### src/hw/rtl/lrf_pkg.sv
// ----------------------------------------------------------------------------
// lrf_pkg: shared definitions for the line rasterizer frame store engine
// Screen geometry, field widths, command and state codes, and helpers for
// the on-screen test and row-major address calculation.
// ----------------------------------------------------------------------------
package lrf_pkg;

  localparam int SCREEN_COLS = 320;
  localparam int SCREEN_ROWS = 200;
  localparam int STORE_DEPTH = SCREEN_COLS * SCREEN_ROWS;
  localparam int ADDR_W      = $clog2(STORE_DEPTH);

  localparam int MODE_W  = 2;
  localparam int COORD_W = 11;
  localparam int COLOR_W = 8;
  localparam int CNT_W   = 12;
  localparam int DIFF_W  = COORD_W + 1;
  localparam int ERR_W   = COORD_W + 4;
  localparam int MAX_POINTS = 1 << COORD_W;

  typedef enum logic [MODE_W-1:0] {
    MODE_LINE = 2'd0,
    MODE_FILL = 2'd1,
    MODE_READ = 2'd2
  } mode_t;

  typedef enum logic [2:0] {
    ST_CLEAR,
    ST_IDLE,
    ST_LINE,
    ST_FILL,
    ST_READ,
    ST_READ_WAIT,
    ST_RESULT
  } lrf_state_t;

  typedef struct packed {
    logic              on_screen;
    logic              at_end;
    logic [ADDR_W-1:0] addr;
    logic [CNT_W-1:0]  count_total;
  } line_status_t;

  function automatic logic on_screen(input logic signed [COORD_W-1:0] x,
                                     input logic signed [COORD_W-1:0] y);
    logic x_ok;
    logic y_ok;
    x_ok = !x[COORD_W-1] && ({1'b0, x} < DIFF_W'(SCREEN_COLS));
    y_ok = !y[COORD_W-1] && ({1'b0, y} < DIFF_W'(SCREEN_ROWS));
    return x_ok && y_ok;
  endfunction

  // Row-major address; only meaningful for on-screen points.
  function automatic logic [ADDR_W-1:0] store_addr(input logic signed [COORD_W-1:0] x,
                                                   input logic signed [COORD_W-1:0] y);
    logic [31:0] prod;
    prod = 32'(y[COORD_W-2:0]) * 32'(SCREEN_COLS) + 32'(x[COORD_W-2:0]);
    return prod[ADDR_W-1:0];
  endfunction

endpackage

### src/hw/rtl/lrf_line_gen.sv
// ----------------------------------------------------------------------------
// lrf_line_gen: Bresenham point stepper
// Loads two endpoints, then advances one point per step and reports the
// current point's address, whether it is on screen, whether it is the end
// point, and the running count of on-screen points including this one.
// ----------------------------------------------------------------------------
module lrf_line_gen (
  input  logic                                clk,
  input  logic                                load,
  input  logic                                step,
  input  logic signed [lrf_pkg::COORD_W-1:0]  start_x,
  input  logic signed [lrf_pkg::COORD_W-1:0]  start_y,
  input  logic signed [lrf_pkg::COORD_W-1:0]  end_x,
  input  logic signed [lrf_pkg::COORD_W-1:0]  end_y,
  output lrf_pkg::line_status_t               status
);
  import lrf_pkg::*;

  logic signed [COORD_W-1:0] x;
  logic signed [COORD_W-1:0] y;
  logic signed [COORD_W-1:0] xe;
  logic signed [COORD_W-1:0] ye;
  logic signed [ERR_W-1:0]   dx;
  logic signed [ERR_W-1:0]   dy;
  logic signed [ERR_W-1:0]   err;
  logic                      sx_neg;
  logic                      sy_neg;
  logic [CNT_W-1:0]          count;

  logic signed [DIFF_W-1:0]  diff_x;
  logic signed [DIFF_W-1:0]  diff_y;
  logic signed [ERR_W-1:0]   abs_x;
  logic signed [ERR_W-1:0]   abs_y;
  logic signed [ERR_W-1:0]   e2;
  logic                      move_x;
  logic                      move_y;
  logic signed [ERR_W-1:0]   err_next;
  logic                      pt_on;

  always_comb begin
    diff_x = DIFF_W'(end_x) - DIFF_W'(start_x);
    diff_y = DIFF_W'(end_y) - DIFF_W'(start_y);
    abs_x  = diff_x[DIFF_W-1] ? -ERR_W'(diff_x) : ERR_W'(diff_x);
    abs_y  = diff_y[DIFF_W-1] ? -ERR_W'(diff_y) : ERR_W'(diff_y);

    e2       = err <<< 1;
    move_x   = (e2 >= dy);
    move_y   = (e2 <= dx);
    err_next = err + (move_x ? dy : '0) + (move_y ? dx : '0);

    pt_on = on_screen(x, y);
    status.on_screen   = pt_on;
    status.at_end      = (x == xe) && (y == ye);
    status.addr        = store_addr(x, y);
    status.count_total = count + CNT_W'(pt_on);
  end

  always_ff @(posedge clk) begin
    if (load) begin
      x      <= start_x;
      y      <= start_y;
      xe     <= end_x;
      ye     <= end_y;
      dx     <= abs_x;
      dy     <= -abs_y;
      err    <= abs_x - abs_y;
      sx_neg <= !(start_x < end_x);
      sy_neg <= !(start_y < end_y);
      count  <= '0;
    end else if (step) begin
      count <= status.count_total;
      err   <= err_next;
      if (move_x) begin
        x <= sx_neg ? x - COORD_W'(1) : x + COORD_W'(1);
      end
      if (move_y) begin
        y <= sy_neg ? y - COORD_W'(1) : y + COORD_W'(1);
      end
    end
  end

endmodule

### config.mk
export PLATFORM = sky130hd
export DESIGN_NAME = lrf_line_gen
export DESIGN_NICKNAME = d
export VERILOG_FILES = /design/src/hw/rtl/lrf_pkg.sv /design/src/hw/rtl/lrf_line_gen.sv
export SDC_FILE = /design/constraint.sdc
export NUM_CORES = 1
export LEC_CHECK = 0
export BUFFER_PORTS_ARGS = -buffer_cell sky130_fd_sc_hd__clkbuf_2
export CAP_MARGIN = 10
export CORE_ASPECT_RATIO = 2
export CORE_UTILIZATION = 62
export CTS_CLUSTER_DIAMETER = 150
export DETAILED_ROUTE_END_ITERATION = 8
export GPL_TIMING_DRIVEN = 0
export PLACE_DENSITY_LB_ADDON = 0.1
export SLEW_MARGIN = 10
export SYNTH_ARGS = -nofsm -noshare
export SYNTH_HDL_FRONTEND = slang
export SYNTH_SLANG_ARGS = --single-unit
export TNS_END_PERCENT = 10
### constraint.sdc
create_clock -name clk -period 5.75 [get_ports clk]
set_input_delay 0 -clock clk [delete_from_list [all_inputs] [get_ports clk]]
set_output_delay 0 -clock clk [all_outputs]
set_load 0.01 [all_outputs]
After elaboration in Yosys (flattened, before gate mapping)
Cells that the tools add are included.
Word-level totals
  register bits after elaboration: 103
  input bits: 47
  logic and storage cells: 60
Cells by class
  $add $sub $neg: 14
  reductions and logical operators: 13
  magnitude comparators: 6
  $mul: 1
  equal/unequal tests: 2
  muxes and demuxes: 14
Operators with widths (number)
  15-bit two-way mux: 6
  11-bit two-way mux: 8
  15-bit adder: 2
  12-bit negation with 15-bit output: 2
  11-bit by 11-bit subtractor with 12-bit output: 2
  11-bit by 2-bit adder with 11-bit output, second input constant: 2
  11-bit equality test: 2
  11-bit < comparator: 2
  11-bit by 2-bit subtractor with 11-bit output, second input constant: 2
  16-bit by 10-bit adder with 16-bit output: 1
  15-bit >= comparator: 1
  15-bit less-or-equal comparator: 1
  15-bit negation: 1
  15-bit subtractor: 1
  12-bit by 1-bit adder with 12-bit output: 1
  11-bit by 8-bit < comparator with 1-bit output, second input constant: 1
  11-bit by 9-bit < comparator with 1-bit output, second input constant: 1
  10-bit by 3-bit multiplier with 10-bit output, second input constant: 1
  2-bit nonzero test: 3
  1-bit logical AND: 4
  1-bit logical NOT: 4
  2-bit AND reduction: 2

Longest topological paths before layout
Gate-level depths: netlist (run 1).
  depth in word-level cells: 6
  mapped depth: 24

Least setup slack after synthesis (run 1)
Ideal clock, no wire load.
  path kind: reg2reg
  start point: register err[8]
  end point: register err[12] (data pin)
  path buffers: 1
  clock period less this slack: 5.310 ns
  setup time: 0.265 ns
  stages on the path, launching flop included: 22
  data arrival time: 5.045 ns
  setup slack: 0.440 ns
  cell sequence: edfxtp_1 -> ha_1 -> a21o_1 -> a21o_1 -> a2111oi_0 -> o31ai_1 -> or3_1 -> mux2i_1 -> nor2_1 -> clkbuf_1 -> nor2_1 -> fa_1 -> ha_1 -> a21oi_1 -> o21bai_1 -> a21oi_1 -> nor2b_1 -> o21a_1 -> o31a_1 -> o211ai_1 -> mux2_2 -> or3_1
Between the ends
  word-level cells in the longest chain between the ends: 6
  elaborated cells on any way between the ends: 8
  classes of those cells: add/sub (2); order compare (2); mux (4)
Ends and longest elaborated chain
  start: declaration: RTL line lrf_line_gen.sv:25  | logic signed [ERR_W-1:0] err;
  start signal: assignment: RTL line lrf_line_gen.sv:66  | err <= abs_x - abs_y;
  start signal: assignment: RTL line lrf_line_gen.sv:72  | err <= err_next;
  15-bit >= comparator: RTL line lrf_line_gen.sv:47  | move_x = (e2 >= dy);
  15-bit two-way mux: RTL line lrf_line_gen.sv:49  | err_next = err + (move_x ? dy : '0) + (move_y ? dx : '0);
  15-bit adder: RTL line lrf_line_gen.sv:49
  15-bit adder *: RTL line lrf_line_gen.sv:49
  15-bit two-way mux *: RTL line lrf_line_gen.sv:70  | end else if (step) begin
  15-bit two-way mux *: RTL line lrf_line_gen.sv:59  | if (load) begin
Mark *: on every way between the ends. The rest lies on a longest branch, timed or not. The select of a mux whose other input is x is not followed.
A chain may end at the register's enable or synchronous reset.

Worst setup path in the final report (run 1)
  start point: register err[0]
  end point: register err[12] (data pin)
The elaborated chain is that of the path after synthesis.

==> results of run 1 <==
## sequential cells by signal, indices dropped and copies added (netlist names)
signal,cells
count,12
dx,15
dy,15
err,14
sx_neg,1
sy_neg,1
x,11
xe,11
y,11
ye,11
## cells in the mapped netlist (10+ instances only)
cell type and count:
clkbuf_1 17, nand4_1 14, ha_1 116, nand3_1 13, xor2_1 68, inv_1 103
a21o_1 17, and3_1 12, edfxtp_1 90, o21ai_0 63, dfxtp_1 12, o21bai_1 10
nor2b_1 19, o21a_1 12, nor2_1 74, xnor2_1 58, and2_1 19, a21oi_1 52
nand2_1 79, fa_1 21, or3_1 11
## metal layers
metal	vias up	global-route usage
met3	114	0.0411
met1	3824	0.307
met2	269	0.642
met5	-	0
li1	3922	-
met4	0	0.269
## cell families (layout without fill, tap and decap cells)
family	count (synthesis)	after routing	synth area share
AND/OR/NAND/NOR	285	285	0.147
AO/OA/AOI/OAI	235	235	0.164
adder cells (fa/ha/maj)	137	137	0.195
buffers and inverters	134	273	0.0567
XOR/XNOR	129	129	0.121
flip-flops	102	102	0.307
multiplexers	8	8	0.00887
other	2	5	0.000783
## area by class of cell
type                       instances  share of cell area
buffer                            30              0.0142
clock buffer                      10              0.0226
clock inverter                     6             0.00452
inverter                         104              0.0353
multi-input combinational        799               0.558
sequential                       102               0.266
tap                              198              0.0224
timing repair buffer             123              0.0777
## worst paths after layout
path	from	end	slack, ns	depth (start not counted)
worst max-delay path	err[0]	err[12]	0.15	18
worst min-delay path	step	count[2]	0.03	4
worst max register to register	err[0]	err[12]	0.15	18
worst min register to register	count[0]	count[0]	0.51	2
## report_power, final
group / switching [mW] / internal (mW) / total [mW]
clock network: 0.290 / 0.327 / 0.617
logic: 2.30 / 1.93 / 4.23
registers: 0.216 / 1.10 / 1.32
## stage by stage
step                area (um^2)  hold slack (ns)  worst slack, ns  setup TNS [ns]  cells
floorplan                  9610           0.0989            0.440               0   1035
global placement          10200            0.195           -0.364          -0.364   1309
detailed placement        10300            0.196           -0.395          -0.395   1310
CTS                       11000          0.00476           0.0379               0   1370
global route              11100           0.0629          0.00283               0   1372
finish                    11100           0.0283            0.154               0   1372
## what timing repair did
action	4_1_cts	5_1_grt
hold buffers	42	0
gates resized for setup	6	10
pin swaps	0	3
endpoints found under the setup margin	1	1
buffers inserted	2	2
hold endpoints to repair	42	0
## worst reg2reg max path: cells and delay by family, from the launching register on
| family | cells | cell delay [ns] |
|---|---|---|
| compound gates | 8 | 2.18 |
| fa+ha+maj | 3 | 1.07 |
| simple gates | 5 | 0.88 |
| flops | 1 | 0.43 |
| buf+inv | 1 | 0.41 |
| mux | 1 | 0.36 |
==> results.md, run 1 <==
STA:
- Setup violations remaining at the end of the flow were counted as 0.
- The maximum clock skew at final layout is 0.0116 ns.
- The pin slew with the least headroom to its limit is 1.22 ns.
- The final count of pins violating max slew was 0.
- The ratio of final minimum period to clock period is 0.973.
- The hold violation total from the final report is 0.
- The worst relative slew slack is 0.174.
- The peak clock frequency supported by timing is 179 MHz.
- Setup repair after global routing left no endpoint under its margin.
- After layout, the minimum clock period comes to 5.60 ns.

Logic synthesis:
- The share of flip-flops with an asynchronous set or reset after synthesis is 0.
- The mapped netlist covers 9600 um^2.
- Synthesis produced 1032 cells.
- The mean instance size in the synthesized netlist is 9.30 um^2.
- The cell taking the most area after synthesis is edfxtp_1.
- In the synthesized netlist the dominant register cell turns out to be edfxtp_1.
- The count of flip-flops with a built-in enable after synthesis is 90.
- The fraction of the yosys area taken by sequential cells is 0.307.
- The flip-flop and latch count after synthesis is 102.
- After synthesis, the cell types taking the most area are edfxtp_1, ha_1, xor2_1, xnor2_1, fa_1.
- The number of warnings issued by yosys is 0.
- Of the post-synthesis cell area, the dominant cell type holds 0.282.
- The number of distinct library cell variants in the gate-level netlist after synthesis is 74.

Cells and area:
- In the final layout, the share of cells above drive strength 1 is 0.120.
- The combined area of the multi-input logic cells is 6170 um^2.
- The library cells used most frequently in the layout, excluding fill and tap cells, are ha_1, inv_1, edfxtp_1.
- The final design utilization is 0.728.
- The sequential standard cell area is 2940 um^2.
- Leaving out fill and tap cells, the most frequent cell in the layout is ha_1.
- The growth of design area from synthesis to finish is 15.4%.
- The repair_antennas step left the layout with diodes totalling 0.
- The layout net count is 1353.
- The filler cell count is 1175.

Power and ir drop:
- The leakage power of the design is 5.01 nW.
- Dividing total power by cell area gives a power density of 557 nW/um^2.
- The worst supply voltage drop on vdd is 0.000535 V.
- The total power after layout is 6.17 mW.

Floorplanning:
- The area of the core is 15200 um^2.
- The area enclosed by the die boundary is 16000 um^2.
- The vertical extent of the die is 178 um.
- The die width is 90.0 um.
- For this configuration, the core starts out at a cell density of 0.631.
- 77 I/O pins were placed.
- The initialized floorplan defines 64 standard-cell rows.

Routing:
- The detailed router's first-iteration violation count is 346.
- After detailed routing, the number of remaining DRC violations is 0.
- The total number of vias is 8129.
- The routed design has 25700 um of wire.
- The met3 wire length is 1000 um.
- Detailed routing placed a total of 13900 um of wire on met2.
- Dividing the detail-routed wire length by the instance count gives 18.8 um.
- Once detail routing completed, the nets flagged for antenna violations numbered 0.
- After detailed routing, the number of vias per cell comes to 5.92.
- The top routing layer in use is met4.
- The number of iterations in the first detailed-routing pass is 5.
- The routed length on met1 is 8630 um.

Worst setup path:
- The startpoint type of the worst setup path is a flip-flop.
- Traced cell by cell, the critical path runs through ha_1 > nor2b_1 > o21ai_0 > nand2b_1 > a31oi_1 > a2111oi_1 > o32a_1 > clkbuf_1 > and2_1 > fa_1 > ha_1 > a21oi_2 > nor2b_1 > o21a_1 > o31a_1 > o211ai_1 > mux2_2 > or3_1.
- The count of buffer and inverter cells on the critical path is 1.
- The largest individual stage delay along the critical path comes from the cell a2111oi_1.
- The required time of the critical path is 5.85 ns.
- The arrival time reported for the critical path endpoint is 5.70 ns.
- The largest single stage delay on the critical path is 0.66 ns.
- The maximum fanout count along the critical path is 10.
- STA classifies the critical path endpoint as a flip-flop.
- The worst setup path is of the flip-flop to flip-flop kind.
- The kind of cell with the highest combined delay on the critical path is compound AO/OA/AOI/OAI gates.

Placed design:
- Detailed placement finished with a half-perimeter wire length of 20100 um.
- The number of I/O port buffers is 76.
- The placer's final routability congestion estimate is 0.963.

Global route:
- The pin count of the biggest net entering global routing is 59.
- The total overflow left after global routing is 0.
- The number of global-route vias before repair is 8343.
- The wire length of the first global-routing pass is 40500 um.
- The total routing usage reported by global routing is 0.332.
- The initial antenna violation count is 0.

Clock network:
- The number of buffers created by CTS is 9.
- The H-tree depth reported by CTS is 3.
- The CTS sink count is 102.
- The clock tree from TritonCTS is done.
- The buffer levels on the longest clock path is 2.
- The clock input transition at the sequential cells of the worst setup and hold paths is 0.08 ns.
- The clock reaches the later pin of the worst-skew pair after 0.36 ns.
- The clock tree root driver cell is clkbuf_16.

Min path:
- The path class of the tightest hold or removal check is primary input to flip-flop.

Run:
- The count of max-cap constraint violations is 0.

Outcome:
- The run finished with clean final reports.
Note: power is estimated with default switching activity, not from simulation.
==> run 2, diff against run 1 <==
- MAX_ROUTING_LAYER: default -> met4
==> results.md, run 2 (synthesis results as in run 1) <==
Clock network:
- The H-tree depth reported by CTS was 3 (unchanged).
- The insertion delay to the later sink of the worst-skew pair is 0.36 ns (about the same).
- The number of buffers created by CTS was 9 (unchanged).
- The clock input transition at the sequential cells of the worst setup and hold paths is 0.08 ns (about the same).
- The clock tree from TritonCTS is done.
- The buffer levels on the longest clock path was 2 (unchanged).
- The clock tree root driver cell is clkbuf_16.
- The CTS sink count is 102 (unchanged).

Min path:
- The critical hold path startpoint is step.
- The worst min-delay path category is primary input to flip-flop.

STA:
- The worst relative slew slack was 0.382 (+0.208).
- The maximum clock skew at final layout came to 0.00911 ns (-0.00250 ns).
- The final count of pins violating max slew is 0 (unchanged).
- The clock period minus worst slack is 5.55 ns (-0.0466 ns).
- The pin slew with the least headroom to its limit came to 0.914 ns (-0.308 ns).
- The final number of setup-violating endpoints is 0 (unchanged).
- The hold violation total from the final report was 0 (unchanged).
- The peak clock frequency supported by timing is 180 MHz (+0.84%).
- The ratio of final minimum period to clock period is 0.965 (-0.00811).

Outcome:
- The flow ran to the end, and the final reports show no timing, DRC or antenna violations.

Worst setup path:
- The cell type with the highest occurrence count on the critical path is a21o_1.
- The maximum fanout count along the critical path is 3 (-7).
- Traced cell by cell, the critical path runs through inv_2 > ha_4 > a21o_1 > a21o_1 > a2111oi_4 > o31ai_1 > or3_1 > mux2i_4 > nor2_2 > nor2_2 > fa_1 > ha_1 > a21o_1 > a21oi_2 > o21bai_1 > a21oi_2 > nor2b_1 > o21a_1 > o31a_1 > o211ai_1 > mux2_2 > or3_1.
- The category of the most critical setup path is flip-flop to flip-flop.
- The kind of cell with the highest combined delay on the critical path is compound AO/OA/AOI/OAI gates.
- The required time of the critical path is 5.86 ns (about the same).
- The worst setup path is captured at a flip-flop.
- The arrival time reported for the critical path endpoint is 5.66 ns (-0.04 ns).
- The source of the critical timing path is dx[9].
- The count of buffer and inverter cells on the critical path is 1 (unchanged).
- The worst setup path is launched from a flip-flop.
- The delay of the slowest critical-path stage is 0.46 ns (-0.20 ns).
- The reg-to-reg startpoint is dx[9].
- Among all stages on the critical path, the largest delay is contributed by fa_1.

Cells and area:
- The layout net count was 1356 (+0.22%).
- The largest registers in the layout are dx (15), dy (15), err (14).
- The final design utilization is 0.730 (+0.00255).
- The number of antenna cells inserted is 0 (unchanged).
- The filler cell count is 1163 (-1.0%).
- The top cell types in the final layout, fill and taps aside, are ha_1, inv_1, edfxtp_1.
- The most common library cell in the layout ignoring fill and taps is ha_1.
- The share of final-layout standard cells stronger than drive strength 1 is 0.123 (+0.00309).
- The growth of design area from synthesis to finish is 15.8%.
- The non-filler instance count after layout is 1375 (+0.22%).

Power and ir drop:
- The total power after layout is 6.28 mW (+1.7%).
- The leakage power of the design is 5.02 nW (+0.13%).
- The worst supply voltage drop on vdd came to 0.000611 V (+14%).
- The total power per unit cell area is 565 nW/um^2 (+1.4%).

Global route:
- The number of global-route vias before repair was 8374 (+0.37%).
- The pin count of the biggest net entering global routing is 59 (unchanged).
- The initial antenna violation count is 0 (unchanged).
- The remaining global-route overflow is 0 (unchanged).
- The total routing usage reported by global routing is 0.344 (+0.0117).
- The wire length of the first global-routing pass is 40700 um (+0.48%).

Placed design:
- The number of I/O port buffers is 76 (unchanged).
- The instance count after placement with tap cells included was 1310 (unchanged).
- The estimated wirelength of the detail-placed design is 20300 um (+1.0%).
- The placer's final routability congestion estimate is 0.948 (-1.5%).

Routing:
- The DRC violations left is 0 (unchanged).
- The total number of vias was 8142 (+0.16%).
- The detailed router's first-iteration violation count is 316 (-8.7%).
- The routed length per instance was 19.0 um (+1.4%).
- The number of iterations in the first detailed-routing pass is 4 (-1).
- The routed wire length was 26200 um (+1.6%).
- The vias per cell is 5.92 (about the same).
- The post-detailed-route count of antenna-violating nets is 0 (unchanged).

Floorplanning:
- The starting density of the core is 0.631 (unchanged).
- The number of placement rows was 64 (unchanged).
- The area enclosed by the die boundary is 16000 um^2 (unchanged).
- The die width is 90.0 um (unchanged).
- The vertical extent of the die was 178 um (unchanged).
- The area of the core is 15200 um^2 (unchanged).
- The number of top-level pins came to 77 (unchanged).

Run:
- The count of max-cap constraint violations came to 0 (unchanged).
run 2: cell types whose count changed in the layout (fill, tap and decap cells not counted), sizes merged:
cell         previous run  this run
dlygate4sd3            42        43
inv                   108       110
clkinv                  2         1
buf                    18        21
clkbuf                103       101
run 2: report_power, final:
part           internal (mW)  switching (mW)  total [mW]  leakage [nW]
logic                   1.99            2.36        4.35          3.88
clock network          0.304           0.301       0.606         0.144
registers               1.10           0.217        1.32         0.990
total                   3.40            2.88        6.28          5.02
run 2: per-layer routing:
layer,share of wire,vias to the layer above,global-route usage
met5,0,-,-
met2,0.55,275,0.661
li1,-,3929,-
met1,0.33,3808,0.295
met3,0.036,130,0.0450
met4,0.082,0,0.267
run 2: final cells by class:
class	instances	area [um^2]	area share
repair buffers	126	886	0.0797
flip-flops and latches	102	2940	0.265
multi-input cells	799	6200	0.558
well taps	198	248	0.0223
clock inverters	7	61.3	0.00552
plain buffers	30	158	0.0142
inverters	104	390	0.0351
clock buffers	9	225	0.0203
run 2: final timing paths:
path                            endpoint  depth (start not counted)  slack, ns
worst max-delay path             err[12]                         22       0.20
worst min-delay path            count[3]                          4       0.01
worst max register to register   err[12]                         22       0.20
worst min register to register  count[0]                          2       0.51
run 2: worst register-to-register path, stage by stage (launching register included):
cell       delay (ns)
edfxtp_1         0.39
inv_2            0.10
ha_4             0.21
a21o_1           0.17
a21o_1           0.21
a2111oi_4        0.35
o31ai_1          0.11
or3_1            0.42
mux2i_4          0.24
nor2_2           0.09
nor2_2           0.11
fa_1             0.46
ha_1             0.31
a21o_1           0.19
a21oi_2          0.17
o21bai_1         0.13
a21oi_2          0.18
nor2b_1          0.07
o21a_1           0.19
o31a_1           0.27
o211ai_1         0.21
mux2_2           0.37
or3_1            0.36
run 2: stage by stage:
| stage | worst slack [ns] | TNS, ns | hold slack [ns] | cell area (um^2) |
|---|---|---|---|---|
| finish | 0.200 | 0 | 0.0107 | 11100 |
| global route | -0.0203 | -0.0203 | 0.0385 | 11100 |
| CTS | 0.0128 | 0 | 0.00751 | 11000 |
| detailed placement | -0.425 | -0.425 | 0.202 | 10300 |
| global placement | -0.380 | -0.380 | 0.196 | 10200 |
| floorplan | 0.440 | 0 | 0.0989 | 9610 |
run 2: repair_timing:
| item | in CTS | in global routing |
|---|---|---|
| resized for setup | 6 | 14 |
| setup buffers | 2 | 4 |
| endpoints found under the setup margin | 1 | 2 |
| hold buffers | 43 | 0 |
| pin swaps | 0 | 7 |
| endpoints found under the hold margin | 43 | 0 |
==> run 3, diff against run 2 <==
- CORE_UTILIZATION: 62 -> 67
- clock period: 5.75 -> 6.66 ns (I/O delays scaled with it)
==> results.md, run 3 (synthesis results as in run 1) <==
Outcome:
- The flow ran to the end, and the final reports show no timing, DRC or antenna violations.

Cells and area:
- In the final layout, the registers with the most flip-flops are dx (15), dy (15), err (14).
- The post-layout instance area is 10900 um^2 (-1.7%).
- The filler cell count was 994 (-15%).
- Leaving out fill and tap cells, the most frequent cells in the layout are ha_1, inv_1, edfxtp_1.
- The layout net count came to 1348 (-0.59%).
- The combined area of the multi-input logic cells is 6120 um^2 (-1.3%).
- The most common library cell in the layout ignoring fill and taps is ha_1.
- The number of antenna cells inserted is 0 (unchanged).
- Compared with the post-synthesis result, the final layout area differs by 13.9%.
- The sequential standard cell area came to 2940 um^2 (unchanged).
- The share of final-layout standard cells stronger than drive strength 1 was 0.108 (-0.0154).

Floorplanning:
- The number of top-level pins came to 77 (unchanged).
- The number of placement rows is 61 (-4.7%).
- The area of the core is 14000 um^2 (-8.2%).
- The die width is 86.6 um (-3.7%).
- The vertical extent of the die is 171 um (-3.8%).
- The starting density of the core is 0.687 (+0.0563).
- The area enclosed by the die boundary is 14800 um^2 (-7.3%).

Global route:
- The total routing usage reported by global routing is 0.379 (+0.0352).
- The remaining global-route overflow is 0 (unchanged).
- The global routing stage identified its most utilized layer as met2.
- The initial antenna violation count came to 0 (unchanged).
- The fraction of met3 tracks used by global routing came to 0.0552 (+0.0102).
- The met2 usage is 0.689 (+0.0282).
- The pin count of the biggest net entering global routing was 60 (+1.7%).
- The met1 demand-to-capacity share in global routing is 0.330 (+0.0356).
- The number of global-route vias before repair is 8491 (+1.4%).
- The wire length of the first global-routing pass is 40700 um (about the same).

Routing:
- The vias per cell was 6.06 (+2.3%).
- The DRC violations left was 0 (unchanged).
- The routed length per instance was 19.2 um (+1.1%).
- The post-detailed-route count of antenna-violating nets is 0 (unchanged).
- The number of iterations in the first detailed-routing pass is 7 (+3).
- The routed wire length is 26100 um (-0.19%).
- The total number of vias is 8229 (+1.1%).
- The detailed router's first-iteration violation count is 404 (+28%).

Power and ir drop:
- The leakage power of the design is 4.97 nW (-1.0%).
- The worst supply voltage drop on vdd is 0.000600 V (-1.8%).
- The total power per unit cell area is 484 nW/um^2 (-14%).
- The total power after layout is 5.28 mW (-16%).

Placed design:
- The pre-CTS setup slack is 0.520 ns (+0.945 ns).
- The estimated wirelength of the detail-placed design is 20000 um (-1.5%).
- The standard cell area after detailed placement is 10200 um^2 (-0.38%).
- The placer's final routability congestion estimate was 0.977 (+3.0%).
- The number of I/O port buffers was 76 (unchanged).

Worst setup path:
- The count of buffer and inverter cells on the critical path is 1 (unchanged).
- The element type at the critical path end is a flip-flop.
- Walking the worst path, the cells encountered are ha_1 > a21o_1 > a21o_1 > a2111oi_0 > o31ai_1 > or3_1 > mux2i_1 > nor2_1 > clkbuf_1 > nor2_1 > fa_1 > ha_1 > a21oi_1 > o21bai_1 > a21oi_1 > nor2b_1 > o21a_1 > o31a_1 > o211ai_1 > mux2_2 > or3_1.
- The critical-path cell with the highest stage delay is edfxtp_1.
- The category of the most critical setup path is flip-flop to flip-flop.
- The worst setup path is launched from a flip-flop.
- The kind of cell with the highest combined delay on the critical path is compound AO/OA/AOI/OAI gates.
- The arrival time reported for the critical path endpoint is 6.30 ns (+0.64 ns).
- The delay of the slowest critical-path stage is 0.45 ns (about the same).
- The required time of the critical path is 6.77 ns (+0.91 ns).
- The maximum fanout count along the critical path is 10 (+7).

STA:
- The pin slew with the least headroom to its limit was 1.08 ns (+0.166 ns).
- The maximum clock skew at final layout is 0.0108 ns (+0.00167 ns).
- Setup repair after global routing left no endpoint under its margin.
- The worst relative slew slack came to 0.270 (-0.112).
- The ratio of final minimum period to clock period is 0.930 (-0.0350).
- The final number of setup-violating endpoints is 0 (unchanged).
- The worst setup slack after layout is 0.465 ns (+0.265 ns).
- The worst hold margin was 0.0110 ns (+0.000290 ns).
- The clock period minus worst slack is 6.19 ns (+0.645 ns).
- The total negative setup slack came to 0 ns (unchanged).
- The peak clock frequency supported by timing is 161 MHz (-10%).
- The hold violation total from the final report is 0 (unchanged).
- The final count of pins violating max slew is 0 (unchanged).

Clock network:
- The number of buffers created by CTS is 9 (unchanged).
- The H-tree depth reported by CTS came to 3 (unchanged).
- The insertion delay to the later sink of the worst-skew pair was 0.36 ns (about the same).
- The buffer levels on the longest clock path was 2 (unchanged).
- The number of resized instances in the post-cts repair step is 0 (-6).
- The CTS sink count is 102 (unchanged).
- The clock input transition at the sequential cells of the worst setup and hold paths is 0.07 ns (about the same).
- TritonCTS built the clock tree.
- The clock tree root driver cell is clkbuf_16.

Min path:
- The worst min-delay path category is primary input to flip-flop.

Run:
- The count of max-cap constraint violations is 0 (unchanged).
run 3: where the power goes:
part / total (mW) / internal [mW] / leakage [nW] / switching [mW]
registers: 1.14 / 0.953 / 0.990 / 0.187
logic: 3.62 / 1.61 / 3.83 / 2.01
clock network: 0.527 / 0.263 / 0.145 / 0.264
total: 5.28 / 2.82 / 4.97 / 2.46
run 3: per-stage QoR:
stage | util | cells
floorplan | - | 1035
global placement | 0.732 | 1300
detailed placement | 0.732 | 1300
CTS | 0.782 | 1357
global route | 0.782 | 1358
finish | 0.782 | 1358
run 3: worst register-to-register path: cells and delay by family, from the launching register on:
kind / cells / cell delay, ns
compound gates: 10 / 2.16
fa+ha+maj: 3 / 1.12
buf+inv: 1 / 0.27
flops: 1 / 0.45
mux: 2 / 0.81
simple gates: 5 / 1.11
run 3: worst paths after layout:
path	cells past startpoint	startpoint	endpoint	slack, ns
setup / recovery	21	err[8]	err[12]	0.47
hold reg to reg	2	count[0]	count[0]	0.52
hold / removal	3	start_x[1]	x[1]	0.01
setup reg to reg	21	err[8]	err[12]	0.47
run 3: timing repair:
action	in CTS	in global routing
endpoints found under the hold margin	41	0
setup buffers	0	0
hold buffers	41	0
setup endpoints to repair	0	0
run 3: cell type report:
class | count | area share
well taps | 189 | 0.0216
repair buffers | 118 | 0.0730
plain buffers | 30 | 0.0141
multi-input cells | 799 | 0.560
clock buffers | 9 | 0.0206
inverters | 104 | 0.0357
clock inverters | 7 | 0.00561
flip-flops and latches | 102 | 0.269
run 3: routing by layer:
| layer | vias to the layer above | routed length [um] |
|---|---|---|
| li1 | 3924 | - |
| met5 | - | 0 |
| met1 | 3833 | 8620 |
| met4 | 0 | 2430 |
| met3 | 152 | 1130 |
| met2 | 320 | 13900 |
